File: src/hdl/assert_macros.svh
// assertion macros shared by the packet store modules
// no dependencies; included by the modules that check their own logic
`ifndef ASSERT_MACROS_SVH
`define ASSERT_MACROS_SVH

// property holds at every clock edge outside reset
`define PFDRC_ASSERT(lbl, clk, rst_n, prop) \
  lbl: assert property (@(posedge clk) disable iff (!rst_n) (prop)) \
    else $error("assertion failed");

// same-cycle implication
`define PFDRC_ASSERT_IMP(lbl, clk, rst_n, ante, cons) \
  lbl: assert property (@(posedge clk) disable iff (!rst_n) (ante) |-> (cons)) \
    else $error("implication failed");

// next-cycle implication
`define PFDRC_ASSERT_NXT(lbl, clk, rst_n, ante, cons) \
  lbl: assert property (@(posedge clk) disable iff (!rst_n) (ante) |=> (cons)) \
    else $error("next-cycle implication failed");

`endif

File: src/hdl/pfdrc_pkg.sv
// types, sizes and codes shared by the packet store modules
// no dependencies
`timescale 1ns / 1ps

package pfdrc_pkg;

  // ring storage depth, a power of two so slot arithmetic wraps by truncation
  localparam int DEPTH  = 1024;
  localparam int ADDR_W = $clog2(DEPTH);
  // occupancy, limit and match count widths
  localparam int CNT_W  = 11;
  localparam int CFG_W  = 11;
  localparam logic [CFG_W-1:0] LIMIT_RESET = CFG_W'(1024);

  // operation codes
  localparam logic [1:0] OP_ADD   = 2'd0;
  localparam logic [1:0] OP_FWD   = 2'd1;
  localparam logic [1:0] OP_COUNT = 2'd2;

  // one stored packet, source in the low bits
  typedef struct packed {
    logic [31:0] arrival_time;
    logic [15:0] dest_id;
    logic [15:0] source_id;
  } entry_t;

  // request key, also the input tdata layout
  typedef struct packed {
    logic [31:0] range_end;
    logic [31:0] range_start;
    logic [31:0] arrival_time;
    logic [15:0] dest_id;
    logic [15:0] source_id;
  } key_t;

  localparam int IN_W      = $bits(key_t);
  localparam int OUT_RAW_W = 1 + 16 + 16 + 32 + CNT_W;
  localparam int OUT_W     = ((OUT_RAW_W + 7) / 8) * 8;

  // result word, ok in bit 0
  typedef struct packed {
    logic [OUT_W-OUT_RAW_W-1:0] pad;
    logic [CNT_W-1:0]           match_count;
    logic [31:0]                out_time;
    logic [15:0]                out_dest;
    logic [15:0]                out_source;
    logic                       ok;
  } result_t;

  // control of the compare unit
  typedef struct packed {
    logic       clear;
    logic       enable;
    logic [1:0] op;
  } cmp_ctrl_t;

endpackage

File: src/hdl/pfdrc_cmp.sv
// shared compare unit: duplicate check and range count over scanned entries
// depends on pfdrc_pkg and assert_macros.svh
`timescale 1ns / 1ps
`include "assert_macros.svh"

module pfdrc_cmp (
  input  logic                        clk_i,
  input  logic                        rst_ni,
  input  pfdrc_pkg::cmp_ctrl_t        ctrl_i,
  input  pfdrc_pkg::entry_t           entry_i,
  input  pfdrc_pkg::key_t             key_i,
  output logic                        dup_o,
  output logic [pfdrc_pkg::CNT_W-1:0] count_o
);
  import pfdrc_pkg::*;

  logic             dest_eq;
  logic             add_hit;
  logic             cnt_hit;
  logic             dup_q, dup_d;
  logic [CNT_W-1:0] cnt_q, cnt_d;

  // one entry against the request key
  assign dest_eq = entry_i.dest_id == key_i.dest_id;
  assign add_hit = dest_eq && (entry_i.source_id == key_i.source_id) &&
                   (entry_i.arrival_time == key_i.arrival_time);
  assign cnt_hit = dest_eq && (entry_i.arrival_time >= key_i.range_start) &&
                   (entry_i.arrival_time <= key_i.range_end);

  // accumulate over the scan
  always_comb begin
    dup_d = dup_q;
    cnt_d = cnt_q;
    if (ctrl_i.clear) begin
      dup_d = 1'b0;
      cnt_d = '0;
    end else if (ctrl_i.enable) begin
      if (ctrl_i.op == OP_ADD && add_hit) begin
        dup_d = 1'b1;
      end
      if (ctrl_i.op == OP_COUNT && cnt_hit) begin
        cnt_d = cnt_q + CNT_W'(1);
      end
    end
  end

  always_ff @(posedge clk_i or negedge rst_ni) begin
    if (!rst_ni) begin
      dup_q <= 1'b0;
      cnt_q <= '0;
    end else begin
      dup_q <= dup_d;
      cnt_q <= cnt_d;
    end
  end

  assign dup_o   = dup_q;
  assign count_o = cnt_q;

  `PFDRC_ASSERT_NXT(a_clear_empties, clk_i, rst_ni, ctrl_i.clear, (!dup_o && count_o == '0))

endmodule

File: config.mk
export PLATFORM = sky130hd
export DESIGN_NAME = pfdrc_cmp
export DESIGN_NICKNAME = d
export VERILOG_FILES = /design/src/hdl/pfdrc_pkg.sv /design/src/hdl/pfdrc_cmp.sv
export VERILOG_INCLUDE_DIRS = /design/src /design/src/hdl
export SDC_FILE = /design/constraint.sdc
export NUM_CORES = 1
export LEC_CHECK = 0
export BUFFER_PORTS_ARGS = -buffer_cell sky130_fd_sc_hd__clkbuf_2
export CAP_MARGIN = 15
export CORE_UTILIZATION = 36
export CTS_CLUSTER_DIAMETER = 200
export DETAILED_ROUTE_END_ITERATION = 12
export HOLD_SLACK_MARGIN = 0.12
export PLACE_DENSITY = 0.71
export SYNTH_ARGS = -nofsm -noshare
export SYNTH_HDL_FRONTEND = slang
export SYNTH_SLANG_ARGS = --single-unit
File: constraint.sdc
create_clock -name clk_i -period 2.4 [get_ports clk_i]
set_clock_uncertainty 0.2 [all_clocks]
set_input_delay 0.36 -clock clk_i [delete_from_list [all_inputs] [get_ports clk_i]]
set_output_delay 0.36 -clock clk_i [all_outputs]
set_load 0.02 [all_outputs]
-- Word-level counts from Yosys, hierarchy flattened
Index checks and enable logic that the tools add are counted.
- order comparisons: 2
- reductions and logical operators: 12
- add/sub/neg operators: 1
- muxes and demuxes: 6
- equal/unequal tests: 4
- operators with widths (operator ; number):
    two-way mux 11 bit ; 3
    == test 16 bit ; 2
    == test 32 bit ; 1
    >= comparator 32 bit ; 1
    less-or-equal comparator 32 bit ; 1
    adder 11 x 1 -> 11 bit, second input constant ; 1
    logical AND 1 bit ; 6
    nonzero test 2 bit ; 3
    AND reduction 2 bit ; 2
    two-way mux 1 bit ; 3
    == test 2 bit, second input constant ; 1
    logical NOT 2 bit ; 1
- register bits: 12

-- Logic depth before layout (Yosys ltp)
Gate-level depths: netlist of the first run.
- word-level depth: 7
- mapped depth: 10
- depth with buffers taken out: 9

-- Least setup slack after synthesis of the first run
OpenSTA, ideal clock, no wires.
- path kind: input to register
- from: in key_i[111] (netlist bit)
- to: reg cnt_q[3], in the netlist count_o[3]
- path buffers: 1
- stages on the path: 10
- library setup time: 78 ps
- data arrival time: 2368 ps
- setup slack: -246 ps
- cells stage by stage: inv_1 ha_1 nand4_1 nor4_1 nand2b_1 a32o_1 a21bo_2 clkbuf_1 or4_1 a21oi_1
- word-level cells in the longest chain between the ends: 5
- ends and longest elaborated chain (item ; RTL line ; RTL):
    start: declaration ; pfdrc_cmp.sv:11 ; input pfdrc_pkg::key_t key_i,
    less-or-equal comparator 32 bit ; pfdrc_cmp.sv:28 ; (entry_i.arrival_time <= key_i.range_end);
    logical AND 1 bit ; pfdrc_cmp.sv:27 ; assign cnt_hit = dest_eq && (entry_i.arrival_time >= key_i.range_start) &&
    logical AND 1 bit ; pfdrc_cmp.sv:41 ; if (ctrl_i.op == OP_COUNT && cnt_hit) begin
    nonzero test 2 bit (no source line) ; -- ;
    AND reduction 2 bit (no source line) ; -- ;
    end signal: assignment ; pfdrc_cmp.sv:53 ; cnt_q <= cnt_d;
    end: declaration ; pfdrc_cmp.sv:21 ; logic [CNT_W-1:0] cnt_q, cnt_d;
No other way between the ends.
A chain may end at the register's enable or synchronous reset.

-- Worst setup path after layout of the first run
- from: in key_i[85] (netlist bit)
- to: reg cnt_q[1], in the netlist count_o[1]
- word-level cells in the longest chain between the ends: 6
- ends and longest elaborated chain (item ; RTL line):
    >= comparator 32 bit ; pfdrc_cmp.sv:27
    logical AND 1 bit (2 in series) ; pfdrc_cmp.sv:27
    logical AND 1 bit ; pfdrc_cmp.sv:41
    nonzero test 2 bit (no source line) ; --
    AND reduction 2 bit (no source line) ; --
No other way between the ends.

==> impl_metrics.tcl, run 1 <==
set metrics [dict create \
    status "finished, violations left" \
    violations "negative setup slack" \
    cts_inserted_buffers 3 \
    ys_seq_area_share_pct 9.868 \
    core_area_um2 8217 \
    pre_cts_ws_ns -0.5990 \
    slew_viol_final 0 \
    synthMuxAreaShare_pct 0.7401 \
    drc 0 \
    min_period_over_period_pct 110.0 \
    clock.fmax_ghz 0.3788 \
    p_sw_uw 482.9 \
    postSynthCellCount 394 \
    cp_common_cell "buf_6" \
    worstPathRequired_ns 2.37 \
    final_cell_mix "194 x clkbuf_2, 58 x buf_4, 49 x inv_1" \
    crit_family "simple AND/OR/NAND/NOR gates" \
    drt_first_pass_iters 4 \
    grt_max_degree 15 \
    io-pin-count 210 \
    worst_slew_pin_slew_ns 0.4887 \
    yosys.area.top_type_share_pct 26.73 \
    hpwl_um 9659 \
    gp_congestion 0.8591 \
    synthSimpleGateAreaFrac_pct 20.81 \
    cp.arrival_ns 2.61 \
    maxCapViolations 0 \
    dp_cells 759 \
    p_comb_share_pct 66.8 \
    cts_tree "built" \
    n_antenna_cell 0 \
    ant_nets 0 \
    root_buffer "clkbuf_8" \
    syn_nets 657 \
    fin_ws_ns -0.2400 \
    clock_latency_ns 0.24 \
    worstHoldStart "ctrl_i[3]" \
    path_class "input pin to register" \
    peakVddDrop_mv 0.1739 \
    syn_area_um2 3043 \
    yosysTopAreaCell "ha_1" \
    internal-power_uw 803.0 \
    synthFlopType "dfrtp_1" \
    synth.avg_cell_area_um2 7.723 \
    r2r-start "count_o[2]" \
    synth_fa_ha_area_share_pct 26.73 \
    timing.final.crit_period_ns 2.640 \
    netlist-cell-type-count 41 \
    cts_sinks 12 \
    stdcell_count 779 \
    gr-total-overflow 0 \
    synth_top_family_by_area "adder cells" \
    synthArstFlopShare_pct 100.0 \
    row_count 33 \
    wl_per_cell_um 15.51 \
    fp.dieW_um 93.94 \
    hold_viol 0 \
    finalWirelength_um 12080 \
    drt_iter0_markers 135 \
    h-tree-depth 1 \
    synth-compound-area-share_pct 14.64 \
    clk_path_buf_depth 2 \
    synth-edff-count 0 \
    portBuffers 209 \
    die_area_um2 8824 \
    viasPerCell 5.134 \
    clkTransAtPathRegs_ns 0.05 \
    slew_headroom_pct 67.12 \
    critPathCaptureType "register" \
    grt_pass1_vias 4081 \
    synthXorXnorAreaFrac_pct 18.42 \
    final_util_pct 68.11 \
    ys.warnings.count 0 \
    num-nets-final 938 \
    yosys_register_bits 12 \
    initial_utilization_pct 37.03 \
    final_common_cell "clkbuf_2" \
    worstSetupStartpointType "input pin" \
    antenna_found_initial 0 \
    grt_pass1_wl_um 17900 \
    drive_gt1_share_pct 54.01 \
    startpoint "key_i[85]" \
    via_count 3999 \
    max_stage_delay_ns 0.59 \
    seqPwrFrac_pct 15.7 \
    crit_buf_inv 4 \
    rsz0062_at_grt "true" \
    setup_viol 11 \
    synth.top_cells.by_area "ha_1 27%, xor2_1 14%, dfrtp_1 9.9%" \
    hold_path.class "input pin to register" \
    switching_share_pct 37.55 \
    cp_cell_sequence "buf_6 > inv_4 > ha_4 > nand4_1 > or4_4 > a31oi_4 > o2111ai_4 > buf_12 > buf_6 > or3_4 > a21oi_2" \
    finalPower_uw 1286 \
    power.leakage_uw 0.002824 \
    worstPathMaxFanout 8 \
    grtUsageTotal_pct 25.63 \
    pwr-share-clk_pct 17.5 \
    syn2layout_area_growth_pct 83.92 \
    die_h_um 93.94 \
    cpMaxStageDelayCell "or4_4" \
    p_per_area_nw_per_um2 229.8 \
]
cells in the mapped netlist (3+ instances only):
cell      count
nor2_1        9
nor2b_1       4
inv_1        66
o211ai_1      3
o31ai_1       7
dfrtp_1      12
xnor2_1      17
nand3_1       9
o21ai_1       5
o21ai_0       7
nor3_1        6
clkbuf_1      4
a221oi_1      3
ha_1         65
xor2_1       47
nand4_1      21
nand2_1      22
a21oi_1      35
nor4_1       16
or4_1         9
through the flow:
stage,hold slack [ns],area [um2],TNS [ns]
2_1_floorplan,-0.1356,3242,-0.9566
3_3_place_gp,0.05904,4816,-5.519
3_5_place_dp,0.06338,4816,-5.953
4_1_cts,0.2865,5330,-2.075
5_1_grt,0.3023,5597,-3.100
6_report,0.2719,5597,-2.284
layer usage:
layer  wire length [um]  global-route usage [%]  part of all wire [%]  vias to the layer above
met5                  0                       0                     0                        -
met2               6407                   50.85                    53                      202
met3                777                   3.398                   6.4                       34
li1                   -                       -                     -                     1971
met4                391                   9.103                   3.2                        0
met1               4503                   27.04                    37                     1792
cell type report:
| cell class | instances | area, um2 |
|---|---|---|
| multi-input combinational | 312 | 3084 |
| tap | 105 | 131.4 |
| fill | 641 | 2620 |
| inverter | 66 | 285.3 |
| timing repair buffer | 280 | 1740 |
| sequential | 12 | 300.3 |
| clock buffer | 4 | 55.05 |
registers in the layout, indices dropped and copies added, names as in the netlist:
| name | flops |
|---|---|
| count_o | 11 |
| dup_o | 1 |
power groups by stage:
stage          Sequential [uW]  Combinational, uW  Clock (uW)
2_1_floorplan              206                321           0
5_1_grt                    202                944         239
6_report                   202                859         225
3_5_place_dp               206                700           0
3_3_place_gp               206                673           0
4_1_cts                    202                785         226
kinds of logic (layout without fill, tap and decap cells):
logic type,count (synthesis),in the layout
simple gates,108,108
compound gates,72,73
buf+inv,71,350
fa+ha+maj,65,65
xor+xnor,64,64
flops,12,12
mux,2,2
final timing paths:
path / endpoint / slack (ns) / depth (start not counted)
max: count_o[1] / -0.24 / 11
min: count_o[2] / 0.27 / 2
max reg2reg: count_o[8] / 0.48 / 6
min reg2reg: dup_o / 0.36 / 2
max in group asynchronous: count_o[9] / 1.40 / 2
min in group asynchronous: dup_o / 0.36 / 2
repair_timing:
| item | in CTS | in global routing |
|---|---|---|
| cloned | 2 | 0 |
| buffers inserted | 6 | 9 |
| pin swaps | 23 | 26 |
| resized for setup | 51 | 56 |
| hold buffers | 1 | 0 |
| setup endpoints to repair | 11 | 11 |
| endpoints found under the hold margin | 12 | 0 |
Power figures use the tool's default switching activity.
==> inputs of run 2 (changes only) <==
==> constraint.sdc (replaced) <==
create_clock -name clk_i -period 2.4 [get_ports clk_i]
set_clock_uncertainty 0.2 [all_clocks]
set_input_delay 0.36 -clock clk_i [delete_from_list [all_inputs] [get_ports clk_i]]
set_output_delay 0.36 -clock clk_i [all_outputs]
set_load 0.1 [all_outputs]
==> run 2 against run 1 <==
Effect of this change: the flow still finishes with violations (negative setup slack); fmax down 0.94%; setup slack worse by 0.025 ns; via count up 1.1%; routed wire length up 2.7%; combinational power up 2%; die area unchanged; hold slack better by 0.0048 ns; largest power group unchanged; highest routed layer unchanged.
==> impl_metrics.tcl, run 2 (synthesized netlist as in run 1, its figures left out) <==
set metrics [dict create \
    clock_latency_ns 0.24 \
    crit_buf_inv 1 \
    initial_utilization_pct 37.03 \
    gr-total-overflow 0 \
    worst_slew_pin_slew_ns 0.7717 \
    num-nets-final 941 \
    cts_inserted_buffers 3 \
    cpMaxStageDelayCell "or4_4" \
    largest_reg_flops 11 \
    hpwl_um 9547 \
    finish.instance_area_um2 5695 \
    die_area_um2 8824 \
    dp_cells 760 \
    power.leakage_uw 0.002819 \
    status "finished, violations left" \
    max_stage_delay_ns 0.57 \
    worstSetupStartpointType "input pin" \
    cp-endpoint "count_o[5]" \
    n_antenna_cell 0 \
    path_class "input pin to register" \
    place_area_um2 4821 \
    antenna_found_initial 0 \
    min_period_over_period_pct 111.0 \
    grt_max_degree 15 \
    finalPower_uw 1273 \
    h-tree-depth 1 \
    r2r-start "count_o[0]" \
    cp_cell_sequence "clkbuf_2 > ha_4 > nand4_1 > or4_4 > a31oi_4 > o2111ai_4 > or4_4 > a21oi_2" \
    drc 0 \
    fp.dieW_um 93.94 \
    p_per_area_nw_per_um2 223.5 \
    crit_family "simple AND/OR/NAND/NOR gates" \
    startpoint "entry_i[62]" \
    cts_tree "built" \
    cp_common_cell "or4_4" \
    rsz0062_at_grt "true" \
    via_count 4041 \
    io-pin-count 210 \
    reg2reg_slack_ns 0.51 \
    peakVddDrop_mv 0.2100 \
    min_path_cells 2 \
    slew_viol_final 0 \
    timing.final.crit_period_ns 2.665 \
    drt_first_pass_iters 4 \
    final_util_pct 69.32 \
    fillers 635 \
    row_count 33 \
    worstPathRequired_ns 2.37 \
    grt_pass1_vias 4145 \
    wl_per_cell_um 15.86 \
    fin_hold_ws_ns 0.2767 \
    critPathCaptureType "register" \
    portBuffers 209 \
    viasPerCell 5.168 \
    clk_path_buf_depth 2 \
    multiInputGateArea_um2 3118 \
    maxCapViolations 0 \
    drive_gt1_share_pct 55.54 \
    root_buffer "clkbuf_8" \
    hold_viol 0 \
    clkTransAtPathRegs_ns 0.06 \
    slew_headroom_pct 48.16 \
    grt_pass1_wl_um 18030 \
    setup_viol 11 \
    die_h_um 93.94 \
    ant_nets 0 \
    path_depth 8 \
    r2r_cells 6 \
    clock.fmax_ghz 0.3752 \
    seq_area_um2 305.3 \
    gp_congestion 0.8926 \
    worstPathMaxFanout 6 \
    drt_iter0_markers 146 \
    cts_sinks 12 \
    stdcell_count 782 \
    fin_ws_ns -0.2650 \
    cp.arrival_ns 2.63 \
    grtUsageTotal_pct 26.03 \
    timing.rr.end "count_o[10]" \
    violations "negative setup slack" \
    final_common_cell "clkbuf_2" \
    core_area_um2 8217 \
    hold_path.class "input pin to register" \
    finalWirelength_um 12400 \
    syn2layout_area_growth_pct 87.17 \
    final_cell_mix "185 x clkbuf_2, 60 x buf_4, 47 x xor2_1" \
]
## run 2: changes by cell type in the layout (fill, tap and decap cells not counted), sizes merged
| cell | change |
|---|---|
| o2111ai | +1 |
| clkbuf | -12 |
| buf | +14 |
## run 2: area by class of cell
type / instances / share of cell area (%)
Clock buffer: 4 / 0.7909
Multi-Input combinational cell: 313 / 54.75
Sequential cell: 12 / 5.360
Tap cell: 105 / 2.307
Inverter: 66 / 5.141
Timing Repair Buffer: 282 / 31.66
## run 2: power breakdown
group | switching [uW] | internal [uW]
Sequential | 0.0000640 | 202
Clock | 75.9 | 117
Combinational | 408 | 469
## run 2: stage by stage
step | worst slack [ns] | setup TNS, ns
after CTS | -0.2062 | -1.747
final | -0.2650 | -2.208
after global placement | -0.6284 | -6.368
after floorplan | -0.1791 | -1.099
after detailed placement | -0.7789 | -7.845
after global routing | -0.3587 | -3.107
## run 2: per-layer routing
| layer | vias to the layer above | track usage (%) | part of all wire [%] |
|---|---|---|---|
| li1 | 1981 | - | - |
| met1 | 1836 | 27.27 | 37 |
| met2 | 185 | 52.01 | 53 |
| met3 | 39 | 3.317 | 6.3 |
| met4 | 0 | 9.231 | 4.0 |
| met5 | - | 0 | 0 |
## run 2: what timing repair did
item	CTS	global route
pin swaps	18	39
gates cloned	2	0
hold endpoints to repair	12	0
hold buffers	1	0
resized for setup	51	76
endpoints found under the setup margin	11	11
setup buffers	8	7
## run 2: worst min-delay path by stage
stage	from	to	slack [ns]
finish	ctrl_i[3]	count_o[2]	0.28
global route	ctrl_i[3]	count_o[2]	0.30
CTS	ctrl_i[3]	count_o[0]	0.29
detailed placement	rst_ni	count_o[10]	0.06
global placement	rst_ni	count_o[10]	0.06
floorplan	rst_ni	count_o[0]	-0.14
==> inputs of run 3 (changes only) <==
==> constraint.sdc (replaced) <==
create_clock -name clk_i -period 3.1 [get_ports clk_i]
set_clock_uncertainty 0.2 [all_clocks]
set_input_delay 0.465 -clock clk_i [delete_from_list [all_inputs] [get_ports clk_i]]
set_output_delay 0.465 -clock clk_i [all_outputs]
set_load 0.1 [all_outputs]
==> run 3 against run 2 <==
Effect of this change: the run now ends clean; routed wire length is 19% lower; power decreased by 38%; utilization is 16 points lower; non-clock buffer count down 56; setup slack improved by 0.48 ns; cell count decreased by 7.4%; hold slack better by 0.067 ns; register-to-register slack gained 0.65 ns; die area did not move; critical path type unchanged; critical endpoint is now count_o[4]; largest cell class unchanged.
==> impl_metrics.tcl, run 3 (synthesized netlist as in run 1, its figures left out) <==
set metrics [dict create \
    drc 0 \
    setup_tns_ns 0 \
    via_count 3642 \
    pwr-share-clk_pct 21.9 \
    worstPathRequired_ns 3.07 \
    switching_share_pct 37.29 \
    hold_viol 0 \
    finalPower_uw 793.0 \
    hold_path.class "register to register" \
    clock.fmax_ghz 0.3471 \
    cp.arrival_ns 2.85 \
    seqPwrFrac_pct 19.8 \
    path_class "input pin to register" \
    p_comb_share_pct 58.3 \
    syn2layout_area_growth_pct 44.12 \
    final_common_cell "clkbuf_2" \
    row_count 33 \
    cts_tree "built" \
    power.leakage_uw 0.002484 \
    peakVddDrop_mv 0.1248 \
    portBuffers 209 \
    antenna_found_initial 0 \
    setup_viol 0 \
    die_h_um 93.94 \
    min_period_over_period_pct 92.93 \
    gr-total-overflow 0 \
    grt_pass1_vias 3518 \
    p_per_area_nw_per_um2 180.8 \
    worst_slew_pin_slew_ns 0.5578 \
    worstPathMaxFanout 14 \
    timing.final.crit_period_ns 2.881 \
    viasPerCell 5.030 \
    fin_ws_ns 0.2192 \
    drive_gt1_share_pct 37.80 \
    drt_first_pass_iters 5 \
    maxCapViolations 0 \
    io-pin-count 210 \
    final_util_pct 53.37 \
    initial_utilization_pct 37.03 \
    slew_viol_final 0 \
    n_antenna_cell 0 \
    gp_congestion 0.8840 \
    fp.dieW_um 93.94 \
    largest_reg_flops 11 \
    r2r_cells 6 \
    core_area_um2 8217 \
    rsz0062_at_grt "false" \
    wl_per_cell_um 13.95 \
    place_area_um2 4320 \
    critPathCaptureType "register" \
    num-nets-final 883 \
    h-tree-depth 1 \
    drt_iter0_markers 69 \
    clock_latency_ns 0.24 \
    die_area_um2 8824 \
    internal-power_uw 497.2 \
    grtUsageTotal_pct 22.78 \
    p_sw_uw 295.7 \
    pre_cts_ws_ns -0.05457 \
    cts_inserted_buffers 3 \
    final_cell_mix "209 x clkbuf_2, 66 x inv_1, 65 x ha_1" \
    ant_nets 0 \
    grt_pass1_wl_um 15760 \
    root_buffer "clkbuf_8" \
    finish.instance_area_um2 4385 \
    slew_headroom_pct 62.97 \
    reg2reg_slack_ns 1.16 \
    clk_path_buf_depth 2 \
    worstSetupStartpointType "input pin" \
    grt_max_degree 18 \
    status "completed" \
    finalWirelength_um 10100 \
    min_path_cells 2 \
    cts_sinks 12 \
    hpwl_um 9225 \
    clkTransAtPathRegs_ns 0.06 \
]
==> run 3: changes by cell type in the layout (fill, tap and decap cells not counted), sizes merged <==
cell and change:
o2111ai -1, clkbuf +23, a21bo -1, buf -79
==> run 3: timing repair <==
action	CTS	global route
hold buffers	1	0
resized for setup	0	0
endpoints found under the hold margin	12	0
buffers inserted	0	0
==> run 3: stage by stage <==
stage | hold slack (ns) | instances
after floorplan | -0.03059 | 394
after global routing | 0.3725 | 724
after CTS | 0.3490 | 724
after global placement | 0.1702 | 719
final | 0.3438 | 724
after detailed placement | 0.1705 | 719
==> run 3: power groups by stage <==
| stage | sequential (uW) | combinational, uW | clock [uW] |
|---|---|---|---|
| 2_1_floorplan | 160 | 230 | 0 |
| 3_3_place_gp | 159 | 446 | 0 |
| 3_5_place_dp | 159 | 461 | 0 |
| 4_1_cts | 157 | 465 | 177 |
| 5_1_grt | 157 | 522 | 186 |
| 6_report | 157 | 462 | 174 |
==> run 3: layout make-up <==
type                    count  area, um2
repair buffers            226       1176
well taps                 105      131.4
multi-input cells         311       2475
fillers                   817       3831
clock buffers               4      55.05
flip-flops and latches     12      300.3
inverters                  66      247.7
==> run 3: path summary, 6_finish.rpt <==
path	startpoint	to
min in group asynchronous	rst_ni	count_o[0]
max in group asynchronous	rst_ni	dup_o
worst min-delay path	dup_o	dup_o
worst max-delay path	key_i[91]	count_o[4]
worst max register to register	count_o[0]	count_o[10]
worst min register to register	dup_o	dup_o
==> run 3: routing by layer <==
layer  global-route usage, %  wire [um]  vias to the layer above
met5                       0          0                        -
met1                   25.78       4184                     1612
met3                   2.427        664                       16
li1                        -          -                     1852
met2                   44.65       5083                      162
met4                   5.641        169                        0
==> run 3: critical path, cell delays in order <==
cell	delay, ns
clkbuf_2	0.08
inv_1	0.03
ha_1	0.30
nand4_1	0.19
or4_1	0.58
a31oi_1	0.26
o2111ai_2	0.12
buf_4	0.20
or4_1	0.47
a21oi_1	0.16
